<file path="config.mk">
export PLATFORM = sky130hd
export DESIGN_NAME = wall_run_extractor_top
export DESIGN_NICKNAME = d
export VERILOG_FILES = /design/src/hw/rtl/wre_pkg.sv /design/src/hw/rtl/wall_run_extractor_top.sv /design/src/hw/rtl/wre_ram.sv /design/src/hw/rtl/wre_scan.sv /design/src/hw/rtl/wre_run.sv /design/src/hw/rtl/wre_outq.sv
export SDC_FILE = /design/constraint.sdc
export NUM_CORES = 2
export LEC_CHECK = 0
export ABC_AREA = 1
export BUFFER_PORTS_ARGS = -buffer_cell sky130_fd_sc_hd__buf_2
export CAP_MARGIN = 30
export CORE_MARGIN = 2
export CORE_UTILIZATION = 55
export CTS_BUF_LIST = sky130_fd_sc_hd__clkbuf_4 sky130_fd_sc_hd__clkbuf_8
export DETAILED_ROUTE_END_ITERATION = 8
export PLACE_DENSITY_LB_ADDON = 0.1
export RECOVER_POWER = 50
export SLEW_MARGIN = 20
export SYNTH_ARGS = -nofsm -noshare
export SYNTH_HDL_FRONTEND = slang
export SYNTH_HIERARCHICAL = 1
export SYNTH_SLANG_ARGS = --single-unit
</file>
<file path="constraint.sdc">
create_clock -name i_clk -period 10.4 [get_ports i_clk]
set_input_delay 2.08 -clock i_clk [delete_from_list [all_inputs] [get_ports i_clk]]
set_output_delay 2.08 -clock i_clk [all_outputs]
set_load 0.03 [all_outputs]
</file>
<file path="src/hw/rtl/wre_pkg.sv">
package wre_pkg;

    localparam int MAX_WIDTH  = 256;
    localparam int MAX_HEIGHT = 256;
    localparam int COL_W      = $clog2(MAX_WIDTH);
    localparam int ROW_W      = $clog2(MAX_HEIGHT);
    localparam int DIM_W      = 9;
    localparam int CNT_W      = 9;

    localparam int CFG_IDX_W  = 2;
    localparam logic [CFG_IDX_W-1:0] REG_MAP_WIDTH  = 2'd0;
    localparam logic [CFG_IDX_W-1:0] REG_MAP_HEIGHT = 2'd1;
    localparam logic [CFG_IDX_W-1:0] REG_MIN_RUN    = 2'd2;

    localparam logic [DIM_W-1:0] RST_MAP_WIDTH  = 9'd64;
    localparam logic [DIM_W-1:0] RST_MAP_HEIGHT = 9'd64;
    localparam logic [CNT_W-1:0] RST_MIN_RUN    = 9'd3;

    localparam int OUTQ_DEPTH = 8;
    localparam int OUTQ_PTR_W = $clog2(OUTQ_DEPTH);
    localparam int OUTQ_CNT_W = OUTQ_PTR_W + 1;

    typedef struct packed {
        logic             is_vertical;
        logic [DIM_W-1:0] coord_x;
        logic [DIM_W-1:0] coord_y;
        logic [CNT_W-1:0] run_length;
        logic             last_of_item;
    } t_result;

    typedef struct packed {
        logic             wall;
        logic [COL_W-1:0] col;
        logic [ROW_W-1:0] row;
        logic             row_end;
        logic             last_row;
        logic [CNT_W-1:0] row_cnt;
        logic             col_valid;
        logic             fwd;
    } t_tile;

    typedef struct packed {
        logic             en;
        logic [COL_W-1:0] addr;
        logic [CNT_W-1:0] data;
    } t_col_wr;

    typedef struct packed {
        logic [1:0] num;
        t_result    first;
        t_result    second;
    } t_push;

    function automatic logic [DIM_W-1:0] clamp_dim(logic [DIM_W-1:0] v,
                                                   logic [DIM_W-1:0] maxv);
        logic [DIM_W-1:0] res;
        if (v == '0) begin
            res = DIM_W'(1);
        end else if (v > maxv) begin
            res = maxv;
        end else begin
            res = v;
        end
        return res;
    endfunction

endpackage

</file>
<file path="src/hw/rtl/wall_run_extractor_top.sv">
// Wall run extractor: tiles enter in raster order, one per cycle when the output keeps up.
// A tile is read against its column counter (a 256 x 9 RAM, read in the cycle of the request
// and written back in the cycle after), so its results are pushed into the 8-entry output queue
// in the cycle after acceptance and are registered there before they can be taken. The output
// delivers one result per cycle when not stalled; the input stalls whenever the queue could not
// absorb two results from the request in flight and two from a new one.
// Writing map_width or map_height restarts the frame at once, with no clearing pass.
module wall_run_extractor_top
    import wre_pkg::*;
(
    input  logic                 i_clk,
    input  logic                 i_rst_n,
    input  logic                 i_in_valid,
    output logic                 o_in_stall,
    input  logic                 i_is_wall,
    output logic                 o_out_valid,
    input  logic                 i_out_stall,
    output logic                 o_is_vertical,
    output logic [DIM_W-1:0]     o_coord_x,
    output logic [DIM_W-1:0]     o_coord_y,
    output logic [CNT_W-1:0]     o_run_length,
    output logic                 o_last_of_item,
    input  logic                 i_cfg_valid,
    output logic                 o_cfg_ready,
    input  logic [CFG_IDX_W-1:0] i_cfg_index,
    input  logic [DIM_W-1:0]     i_cfg_data
);

    logic [DIM_W-1:0] r_map_width;
    logic [DIM_W-1:0] r_map_height;
    logic [CNT_W-1:0] r_min_run;

    logic                  cfg_write;
    logic                  geom_clear;
    logic                  accept;
    logic [DIM_W-1:0]      width_eff;
    logic [DIM_W-1:0]      height_eff;
    logic [COL_W-1:0]      rd_addr;
    logic [CNT_W-1:0]      rd_data;
    logic                  tile_valid;
    t_tile                 tile;
    t_col_wr               col_wr;
    t_push                 push;
    logic [OUTQ_CNT_W-1:0] q_count;
    logic [OUTQ_CNT_W:0]   q_need;
    t_result               result;

    assign o_cfg_ready = 1'b1;
    assign cfg_write   = i_cfg_valid && o_cfg_ready;
    assign geom_clear  = cfg_write &&
                         (i_cfg_index == REG_MAP_WIDTH || i_cfg_index == REG_MAP_HEIGHT);

    always_ff @(posedge i_clk) begin
        if (!i_rst_n) begin
            r_map_width  <= RST_MAP_WIDTH;
            r_map_height <= RST_MAP_HEIGHT;
            r_min_run    <= RST_MIN_RUN;
        end else if (cfg_write) begin
            unique case (i_cfg_index)
                REG_MAP_WIDTH:  r_map_width  <= i_cfg_data;
                REG_MAP_HEIGHT: r_map_height <= i_cfg_data;
                REG_MIN_RUN:    r_min_run    <= i_cfg_data;
                default:        ;
            endcase
        end
    end

    assign width_eff  = clamp_dim(r_map_width, DIM_W'(MAX_WIDTH));
    assign height_eff = clamp_dim(r_map_height, DIM_W'(MAX_HEIGHT));

    // Room for two results from the request in flight and two from a new one.
    assign q_need     = (OUTQ_CNT_W + 1)'(q_count)
                      + ((OUTQ_CNT_W + 1)'(tile_valid) << 1)
                      + (OUTQ_CNT_W + 1)'(2);
    assign o_in_stall = q_need > (OUTQ_CNT_W + 1)'(OUTQ_DEPTH);
    assign accept     = i_in_valid && !o_in_stall;

    wre_scan u_scan (
        .i_clk        (i_clk),
        .i_rst_n      (i_rst_n),
        .i_accept     (accept),
        .i_is_wall    (i_is_wall),
        .i_clear      (geom_clear),
        .i_width      (width_eff),
        .i_height     (height_eff),
        .i_col_wr     (col_wr),
        .o_rd_addr    (rd_addr),
        .o_tile_valid (tile_valid),
        .o_tile       (tile)
    );

    wre_ram #(
        .WIDTH (CNT_W),
        .DEPTH (MAX_WIDTH)
    ) u_col_ram (
        .i_clk     (i_clk),
        .i_wr_en   (col_wr.en),
        .i_wr_addr (col_wr.addr),
        .i_wr_data (col_wr.data),
        .i_rd_en   (accept),
        .i_rd_addr (rd_addr),
        .o_rd_data (rd_data)
    );

    wre_run u_run (
        .i_clk        (i_clk),
        .i_tile_valid (tile_valid),
        .i_tile       (tile),
        .i_rd_data    (rd_data),
        .i_min_run    (r_min_run),
        .o_col_wr     (col_wr),
        .o_push       (push)
    );

    wre_outq u_outq (
        .i_clk    (i_clk),
        .i_rst_n  (i_rst_n),
        .i_push   (push),
        .i_stall  (i_out_stall),
        .o_count  (q_count),
        .o_valid  (o_out_valid),
        .o_result (result)
    );

    assign o_is_vertical  = result.is_vertical;
    assign o_coord_x      = result.coord_x;
    assign o_coord_y      = result.coord_y;
    assign o_run_length   = result.run_length;
    assign o_last_of_item = result.last_of_item;

endmodule

</file>
<file path="src/hw/rtl/wre_ram.sv">
module wre_ram #(
    parameter int WIDTH = 9,
    parameter int DEPTH = 256
) (
    input  logic                     i_clk,
    input  logic                     i_wr_en,
    input  logic [$clog2(DEPTH)-1:0] i_wr_addr,
    input  logic [WIDTH-1:0]         i_wr_data,
    input  logic                     i_rd_en,
    input  logic [$clog2(DEPTH)-1:0] i_rd_addr,
    output logic [WIDTH-1:0]         o_rd_data
);

    logic [WIDTH-1:0] r_mem [DEPTH];
    logic [WIDTH-1:0] r_rd_data;

    always_ff @(posedge i_clk) begin
        if (i_wr_en) begin
            r_mem[i_wr_addr] <= i_wr_data;
        end
        if (i_rd_en) begin
            r_rd_data <= r_mem[i_rd_addr];
        end
    end

    assign o_rd_data = r_rd_data;

endmodule

</file>
<file path="src/hw/rtl/wre_scan.sv">
module wre_scan
    import wre_pkg::*;
(
    input  logic             i_clk,
    input  logic             i_rst_n,
    input  logic             i_accept,
    input  logic             i_is_wall,
    input  logic             i_clear,
    input  logic [DIM_W-1:0] i_width,
    input  logic [DIM_W-1:0] i_height,
    input  t_col_wr          i_col_wr,
    output logic [COL_W-1:0] o_rd_addr,
    output logic             o_tile_valid,
    output t_tile            o_tile
);

    logic [COL_W-1:0]     r_col;
    logic [ROW_W-1:0]     r_row;
    logic [CNT_W-1:0]     r_row_cnt;
    logic [MAX_WIDTH-1:0] r_col_valid;
    logic                 r_tile_valid;
    t_tile                r_tile;

    logic [COL_W-1:0] n_col;
    logic [ROW_W-1:0] n_row;
    logic [CNT_W-1:0] n_row_cnt;
    logic             row_end;
    logic             last_row;
    t_tile            n_tile;

    always_comb begin
        row_end  = (DIM_W'(r_col) + DIM_W'(1)) >= i_width;
        last_row = (DIM_W'(r_row) + DIM_W'(1)) >= i_height;

        if (i_is_wall && !row_end) begin
            n_row_cnt = r_row_cnt + CNT_W'(1);
        end else begin
            n_row_cnt = '0;
        end

        if (row_end) begin
            n_col = '0;
            n_row = last_row ? '0 : r_row + ROW_W'(1);
        end else begin
            n_col = r_col + COL_W'(1);
            n_row = r_row;
        end

        n_tile.wall      = i_is_wall;
        n_tile.col       = r_col;
        n_tile.row       = r_row;
        n_tile.row_end   = row_end;
        n_tile.last_row  = last_row;
        n_tile.row_cnt   = r_row_cnt;
        n_tile.col_valid = r_col_valid[r_col];
        // The counter written back this cycle is not yet visible in the RAM read.
        n_tile.fwd       = i_col_wr.en && (i_col_wr.addr == r_col);
    end

    always_ff @(posedge i_clk) begin
        if (!i_rst_n || i_clear) begin
            r_col       <= '0;
            r_row       <= '0;
            r_row_cnt   <= '0;
            r_col_valid <= '0;
        end else begin
            if (i_accept) begin
                r_col     <= n_col;
                r_row     <= n_row;
                r_row_cnt <= n_row_cnt;
            end
            if (i_col_wr.en) begin
                r_col_valid[i_col_wr.addr] <= 1'b1;
            end
        end
    end

    always_ff @(posedge i_clk) begin
        if (!i_rst_n) begin
            r_tile_valid <= 1'b0;
        end else begin
            r_tile_valid <= i_accept;
        end
    end

    always_ff @(posedge i_clk) begin
        if (i_accept) begin
            r_tile <= n_tile;
        end
    end

    assign o_rd_addr    = r_col;
    assign o_tile_valid = r_tile_valid;
    assign o_tile       = r_tile;

endmodule

</file>
<file path="src/hw/rtl/wre_run.sv">
module wre_run
    import wre_pkg::*;
(
    input  logic             i_clk,
    input  logic             i_tile_valid,
    input  t_tile            i_tile,
    input  logic [CNT_W-1:0] i_rd_data,
    input  logic [CNT_W-1:0] i_min_run,
    output t_col_wr          o_col_wr,
    output t_push            o_push
);

    logic [CNT_W-1:0] r_last_wr;

    logic [CNT_W-1:0] need;
    logic [DIM_W-1:0] x_next;
    logic [DIM_W-1:0] y_next;
    logic [CNT_W-1:0] col_cnt;
    logic [CNT_W-1:0] h_len;
    logic [DIM_W-1:0] h_x;
    logic             h_fire;
    logic             h_ok;
    logic [CNT_W-1:0] v_len;
    logic [DIM_W-1:0] v_y;
    logic             v_fire;
    logic             v_ok;
    logic [CNT_W-1:0] wr_data;
    t_result          h_res;
    t_result          v_res;

    always_comb begin
        need   = (i_min_run == '0) ? CNT_W'(1) : i_min_run;
        x_next = DIM_W'(i_tile.col) + DIM_W'(1);
        y_next = DIM_W'(i_tile.row) + DIM_W'(1);

        if (i_tile.fwd) begin
            col_cnt = r_last_wr;
        end else if (i_tile.col_valid) begin
            col_cnt = i_rd_data;
        end else begin
            col_cnt = '0;
        end

        if (i_tile.wall) begin
            h_len  = i_tile.row_cnt + CNT_W'(1);
            h_x    = x_next;
            h_fire = i_tile.row_end;
            v_len  = col_cnt + CNT_W'(1);
            v_y    = y_next;
            v_fire = i_tile.last_row;
            wr_data = i_tile.last_row ? '0 : v_len;
        end else begin
            h_len  = i_tile.row_cnt;
            h_x    = DIM_W'(i_tile.col);
            h_fire = i_tile.row_cnt != '0;
            v_len  = col_cnt;
            v_y    = DIM_W'(i_tile.row);
            v_fire = col_cnt != '0;
            wr_data = '0;
        end

        h_ok = i_tile_valid && h_fire && (h_len >= need);
        v_ok = i_tile_valid && v_fire && (v_len >= need);

        h_res.is_vertical  = 1'b0;
        h_res.coord_x      = h_x;
        h_res.coord_y      = y_next;
        h_res.run_length   = h_len;
        h_res.last_of_item = !v_ok;

        v_res.is_vertical  = 1'b1;
        v_res.coord_x      = x_next;
        v_res.coord_y      = v_y;
        v_res.run_length   = v_len;
        v_res.last_of_item = 1'b1;

        o_push.num    = {h_ok && v_ok, h_ok ^ v_ok};
        o_push.first  = h_ok ? h_res : v_res;
        o_push.second = v_res;

        o_col_wr.en   = i_tile_valid;
        o_col_wr.addr = i_tile.col;
        o_col_wr.data = wr_data;
    end

    always_ff @(posedge i_clk) begin
        if (i_tile_valid) begin
            r_last_wr <= wr_data;
        end
    end

endmodule

</file>
<file path="src/hw/rtl/wre_outq.sv">
module wre_outq
    import wre_pkg::*;
(
    input  logic                  i_clk,
    input  logic                  i_rst_n,
    input  t_push                 i_push,
    input  logic                  i_stall,
    output logic [OUTQ_CNT_W-1:0] o_count,
    output logic                  o_valid,
    output t_result               o_result
);

    t_result               r_mem [OUTQ_DEPTH];
    logic [OUTQ_PTR_W-1:0] r_wr_ptr;
    logic [OUTQ_PTR_W-1:0] r_rd_ptr;
    logic [OUTQ_CNT_W-1:0] r_count;

    logic pop;

    assign o_valid  = r_count != '0;
    assign pop      = o_valid && !i_stall;
    assign o_count  = r_count;
    assign o_result = r_mem[r_rd_ptr];

    always_ff @(posedge i_clk) begin
        if (!i_rst_n) begin
            r_wr_ptr <= '0;
            r_rd_ptr <= '0;
            r_count  <= '0;
        end else begin
            r_wr_ptr <= r_wr_ptr + OUTQ_PTR_W'(i_push.num);
            r_rd_ptr <= r_rd_ptr + OUTQ_PTR_W'(pop);
            r_count  <= r_count + OUTQ_CNT_W'(i_push.num) - OUTQ_CNT_W'(pop);
        end
    end

    always_ff @(posedge i_clk) begin
        if (i_push.num != 2'd0) begin
            r_mem[r_wr_ptr] <= i_push.first;
        end
        if (i_push.num[1]) begin
            r_mem[r_wr_ptr + OUTQ_PTR_W'(1)] <= i_push.second;
        end
    end

endmodule

</file>
After elaboration in Yosys (flattened, before gate mapping) --
Memories as Yosys holds them, arrays and structs flattened. A register that Yosys moved wholly into a read port is not among the register bits. Index checks and enable logic that the tools add are counted.
Word-level totals: register bits 358, latch bits 0, memory bits (writable) 2536, bits in read-only memories 0, input bits 17, output and inout bits 32, logic and storage cells 113, memories 2
Memories:
- u_col_ram.r_mem | words 256, width 9, read ports 1, clocked after memory_dff 1, write ports 1, line wre_ram.sv:14 | logic [WIDTH-1:0] r_mem [DEPTH];
- u_outq.r_mem | words 8, width 29, read ports 1, clocked after memory_dff 1, write ports 2, line wre_outq.sv:13 | t_result r_mem [OUTQ_DEPTH];
Cells by class: $add $sub $neg 16, $mul 0, divide/modulo/power cells 0, magnitude comparators 10, eq/ne operators 3, shift-type cells 0, multiplexer cells 30, bitwise operators 2, reduce and logical (&&, ||, !) cells 30
Operators by type and width (number):
- $or A256 B256 Y256 | 1
- $mux W9 | 14
- $add A8 B1 Y9 const B | 4
- $ge A9 B9 Y1 | 4
- $mux W29 | 1
- $add A9 B1 Y9 const B | 3
- $logic_not A9 Y1 | 3
- $gt A9 B9 Y1 const B | 2
- $lt A8 B9 Y1 const B | 2
- $reduce_bool A9 Y1 | 2
- $add A8 B1 Y8 const B | 2
- $mux W8 | 2
- $logic_and A1 B1 Y1 | 11
- $mux W1 | 10
- $bmux W1 S8 | 1
- $demux W1 S8 | 1
- $eq A8 B8 Y1 | 1
- $ge A8 B1 Y1 const B | 1
- $reduce_and A2 Y1 | 4
- $add A4 B2 Y5 | 1
- $add A5 B2 Y5 const B | 1
- $gt A5 B4 Y1 const B | 1
- $logic_not A1 Y1 | 5
- $add A4 B2 Y4 | 1
- other kinds (12) | 13

Depth between registers and ports, before layout --
depth after elaboration 10, gate-level depth with buffers 27, mapped depth without buffers 27

Modules after synthesis --
Netlist, hierarchy kept.
By module, submodules not included:
- wre_ram | times used 1, cells an instance 7826, area an instance 93609.8 sq um, sequential area each 69456.6 sq um
- wre_outq | times used 1, cells an instance 1957, area an instance 14800.4 sq um, sequential area each 7166.9 sq um
- wre_scan | times used 1, cells an instance 1878, area an instance 14104.8 sq um, sequential area each 6546.3 sq um
- wre_run | times used 1, cells an instance 410, area an instance 2407.3 sq um, sequential area each 270.3 sq um
- wall_run_extractor_top | times used 1, cells an instance 193, area an instance 1276.2 sq um, sequential area each 540.5 sq um

Worst setup path before layout --
No wires, ideal clock.
kind reg2reg, start register u_scan.r_tile, in the netlist u_scan/o_tile[0], end memory u_col_ram.r_mem[0][6] (data pin), data arrival time 7344 ps, slack 1662 ps, stages on the path, launching flop included 12, buffers on the path 1, period minus slack after synthesis 8738 ps, path through edfxtp_1 > inv_2 > buf_6 > nand3_2 > nand2_2 > ha_1 > nand3_2 > nor2_4 > nand2_1 > nand2_1 > nand3_2 > nor2_1
RTL lines:
- from (decl) | line wre_scan.sv:22 | t_tile r_tile;
- from (signal assigned) | line wre_scan.sv:88 | r_tile <= n_tile;
- to (decl) | line wre_ram.sv:14

==> impl_metrics.prom <==
# TYPE chip_impl_metric gauge
chip_impl_info{name="run_status",value="finished, violations left"} 1
chip_impl_info{name="violations_in_the_final_reports",value="capacitance limit, slew limit"} 1
chip_impl_info{name="critical_path.startpoint",value="u_outq/r_rd_ptr[0]"} 1
chip_impl_metric{name="tightest_slew",unit="ps"} 4850
chip_impl_metric{name="finalSetupViolations",unit=""} 0
chip_impl_metric{name="finalClockSkew",unit="ps"} 132
chip_impl_metric{name="report.power.total",unit="mW"} 28.1
chip_impl_metric{name="dr_vias_cell",unit=""} 5.91
chip_impl_metric{name="nets",unit=""} 12200
chip_impl_info{name="cp-start-kind",value="flop"} 1
chip_impl_metric{name="max_cap_viol_count",unit=""} 39
chip_impl_info{name="synth-main-ff-cell",value="sky130_fd_sc_hd__edfxtp_1"} 1
chip_impl_info{name="worst_path_max_delay_cell",value="sky130_fd_sc_hd__clkbuf_1"} 1
chip_impl_metric{name="num_cts_buffers",unit=""} 477
chip_impl_metric{name="slew_headroom",unit=""} -2.23
chip_impl_info{name="worstHoldStart",value="u_scan/r_row_cnt[6]"} 1
chip_impl_metric{name="global_route.usage.total",unit=""} 0.299
chip_impl_metric{name="antenna_violating_nets_post_route",unit=""} 0
chip_impl_info{name="r2r-start",value="u_scan/o_tile[0]"} 1
chip_impl_metric{name="ys_warn_count",unit=""} 6
chip_impl_metric{name="first_pass_iters",unit=""} 8
chip_impl_info{name="mostFrequentLayoutCells",value="3824 x sky130_fd_sc_hd__nand2_1, 2627 x sky130_fd_sc_hd__nand3_1, 2584 x sky130_fd_sc_hd__edfxtp_1"} 1
chip_impl_info{name="rsz0062_at_grt",value="false"} 1
chip_impl_metric{name="slew_viol_final",unit=""} 1502
chip_impl_metric{name="place_ws",unit="ps"} 3410
chip_impl_metric{name="first_global_vias",unit=""} 86500
chip_impl_metric{name="route.detailed.drc",unit=""} 0
chip_impl_metric{name="floorplan.rows",unit=""} 175
chip_impl_metric{name="register_bit_count_reported_by_yosys",unit=""} 2903
chip_impl_metric{name="fin_tns_setup",unit="ps"} 0
chip_impl_metric{name="synth.cell_area",unit="mm2"} 0.126
chip_impl_metric{name="layout_cell_share_with_drive_strength_beyond_1",unit=""} 0.0822
chip_impl_metric{name="route.final.wire_length",unit="um"} 358000
chip_impl_info{name="synthDominantAreaCellType",value="sky130_fd_sc_hd__edfxtp_1"} 1
chip_impl_metric{name="design.portCount",unit=""} 49
chip_impl_info{name="critical_path.top_delay_family",value="buffers and inverters"} 1
chip_impl_metric{name="portBuffers",unit=""} 47
chip_impl_metric{name="cts.htree.levels",unit=""} 5
chip_impl_info{name="timing_worst_setup_path_type",value="reg -> out"} 1
chip_impl_metric{name="maximum_number_of_pins_on_one_net_before_global_route_repair",unit=""} 201
chip_impl_info{name="end_kind",value="primary output"} 1
chip_impl_metric{name="post_cts_resize_count",unit=""} 0
chip_impl_metric{name="timing_hold_violations_final",unit=""} 0
chip_impl_metric{name="vias",unit=""} 91500
chip_impl_metric{name="grt_antenna_before_repair",unit=""} 11
chip_impl_metric{name="final_critical_path_setup_slack",unit="ps"} 2640
chip_impl_metric{name="worst-path-buf-inv",unit=""} 2
chip_impl_metric{name="max_stage_delay",unit="ps"} 2660
chip_impl_metric{name="fillers",unit=""} 19000
chip_impl_metric{name="syn_area_per_cell",unit="um2"} 10.3
chip_impl_metric{name="dp_hpwl",unit="um"} 194000
chip_impl_metric{name="cts_setup_buffers",unit=""} 0
chip_impl_metric{name="chipHeight",unit="um"} 483
chip_impl_info{name="min-delay-path-class",value="reg -> reg"} 1
chip_impl_metric{name="flow.area_growth_from_synthesis",unit="%"} 8.16
chip_impl_metric{name="post-synth-top-area-fraction",unit=""} 0.615
chip_impl_metric{name="grt_first_pass_wirelength",unit="um"} 538000
chip_impl_metric{name="fin_util",unit=""} 0.599
chip_impl_metric{name="critical_path_required",unit="ps"} 8320
chip_impl_metric{name="yosysSeqAreaShare",unit=""} 0.665
chip_impl_metric{name="cts_hold_repair.buffers",unit=""} 0
chip_impl_metric{name="drt_iter0_drc",unit=""} 11300
chip_impl_metric{name="start_util",unit=""} 0.554
chip_impl_metric{name="power.density",unit="mW/mm2"} 206
chip_impl_info{name="post_synth_main_area_contributors",value="sky130_fd_sc_hd__edfxtp_1 61%, sky130_fd_sc_hd__nand2_1 11%, sky130_fd_sc_hd__nand3_1 10%"} 1
chip_impl_metric{name="async_flop_share",unit=""} 0
chip_impl_metric{name="stdcell_area",unit="mm2"} 0.136
chip_impl_metric{name="detailed_place.area",unit="mm2"} 0.128
chip_impl_metric{name="die_w",unit="um"} 483
chip_impl_metric{name="crit_fanout",unit=""} 68
chip_impl_metric{name="drt-wirelength-per-cell",unit="um"} 23.1
chip_impl_metric{name="placeableCoreArea",unit="mm2"} 0.228
chip_impl_metric{name="p_leak",unit="nW"} 50.4
chip_impl_metric{name="clkSinkCount",unit=""} 2903
chip_impl_info{name="layout_commonest_cell",value="sky130_fd_sc_hd__nand2_1"} 1
chip_impl_info{name="cp_cell_sequence",value="clkbuf_1 -> nand2_1 -> nand3_1 -> nand2_1 -> nand2_1 -> nand2_1 -> buf_2"} 1
chip_impl_metric{name="die_area",unit="mm2"} 0.233
chip_impl_metric{name="cts.clk_slew.worst_paths",unit="ps"} 60
chip_impl_metric{name="cts_max_path_buffers",unit=""} 4
chip_impl_info{name="clock_root_buffer",value="sky130_fd_sc_hd__clkbuf_8"} 1
chip_impl_metric{name="final_min_period_over_clock_period",unit=""} 0.746
chip_impl_metric{name="irDropWorstVdd",unit="uV"} 159
chip_impl_metric{name="worst_skew_pair.late_latency",unit="ps"} 1150
chip_impl_metric{name="synthCells",unit=""} 12300
chip_impl_metric{name="cp.arrival",unit="ps"} 5680
chip_impl_metric{name="globalRouteOverflowTotal",unit=""} 0
chip_impl_info{name="path_common_cell",value="sky130_fd_sc_hd__nand2_1"} 1
chip_impl_metric{name="synth_cell_type_count",unit=""} 53
chip_impl_metric{name="routabilityCongestion",unit=""} 0.870
chip_impl_info{name="tritoncts_clock_tree",value="done"} 1
chip_impl_metric{name="fmax",unit="MHz"} 129
chip_impl_metric{name="count_of_flip_flops_with_a_built_in_enable_after_synthesis",unit=""} 2584
chip_impl_metric{name="finalCriticalPeriod",unit="ps"} 7760
[through the flow]
| step | hold WS, ps | cells |
|---|---|---|
| finish | 362 | 15500 |
| global route | 387 | 15500 |
| CTS | 365 | 15400 |
| detailed placement | 421 | 14600 |
| global placement | 415 | 14600 |
| floorplan | 408 | 12300 |
[state kept, by name, indices dropped and copies added (netlist names), 9 cells and up]
signal / flops
r_min_run: 9
u_scan/r_row_cnt: 9
u_run/r_last_wr: 9
r_map_height: 9
u_outq/r_mem: 232
u_col_ram/o_rd_data: 9
u_scan/o_tile: 30
r_map_width: 9
u_col_ram/r_mem: 2304
u_scan/r_col_valid: 256
[layout make-up]
type,instances,area [um2],area share
flip-flops and latches,2903,84000,0.615
multi-input cells,7862,35400,0.259
clock buffers,641,7860,0.0576
well taps,3009,3760,0.0276
inverters,604,2320,0.0170
repair buffers,260,2050,0.0150
clock inverters,196,1110,0.00814
diodes,5,12.5,0.0000917
[final timing paths]
check / slack (ps) / endpoint / depth (start not counted)
setup / recovery: 2640 / o_run_length[2] / 7
hold / removal: 360 / u_scan/o_tile[8] / 0
setup reg to reg: 2800 / u_outq/r_mem[3][2] / 25
hold reg to reg: 360 / u_scan/o_tile[8] / 0
[per-layer routing]
| metal | global-route usage | part of all wire | vias to the layer above |
|---|---|---|---|
| li1 | - | - | 41800 |
| met3 | 0.0511 | 0.094 | 782 |
| met2 | 0.466 | 0.46 | 4619 |
| met4 | 0.114 | 0.038 | 6 |
| met1 | 0.423 | 0.41 | 44200 |
| met5 | 0 | 0.000095 | - |
[worst register-to-register path, delay by kind of cell (launching register included)]
| family | cells | cell delay [ps] |
|---|---|---|
| compound gates | 6 | 1730 |
| fa+ha+maj | 3 | 820 |
| buf+inv | 7 | 2500 |
| flops | 1 | 610 |
| simple gates | 9 | 1520 |
[synthesized netlist by cell type (28+ instances only)]
library cell	count
sky130_fd_sc_hd__clkbuf_1	196
sky130_fd_sc_hd__dfxtp_1	319
sky130_fd_sc_hd__nand4_1	245
sky130_fd_sc_hd__nand3_1	2623
sky130_fd_sc_hd__buf_2	482
sky130_fd_sc_hd__nand2_1	3826
sky130_fd_sc_hd__inv_1	574
sky130_fd_sc_hd__xor2_1	36
sky130_fd_sc_hd__o211ai_1	44
sky130_fd_sc_hd__edfxtp_1	2584
sky130_fd_sc_hd__a21oi_1	312
sky130_fd_sc_hd__clkbuf_2	28
sky130_fd_sc_hd__buf_1	75
sky130_fd_sc_hd__nor2_1	509
sky130_fd_sc_hd__buf_4	88
sky130_fd_sc_hd__ha_1	58
sky130_fd_sc_hd__o21ai_0	73
[logic make-up (layout without fill, tap and decap cells)]
| group | after synthesis | count (layout) | share of synthesized area |
|---|---|---|---|
| other | 2 | 8 | 0.0000595 |
| AOI/OAI and AO/OA | 457 | 457 | 0.0196 |
| buffers and inverters | 1500 | 1701 | 0.0539 |
| DFF | 2903 | 2903 | 0.665 |
| and+or+nand+nor | 7300 | 7300 | 0.252 |
| muxes | 1 | 1 | 0.0000793 |
| xor gates and xnor gates | 41 | 41 | 0.00285 |
| adders and majority gates | 60 | 60 | 0.00607 |
[where the power goes]
part / internal [mW] / switching (mW) / total, mW
registers: 13.4 / 0.131 / 13.6
logic: 1.16 / 3.84 / 5.00
clock network: 5.07 / 4.47 / 9.53
total: 19.7 / 8.44 / 28.1
Power figures use the tool's default switching activity.
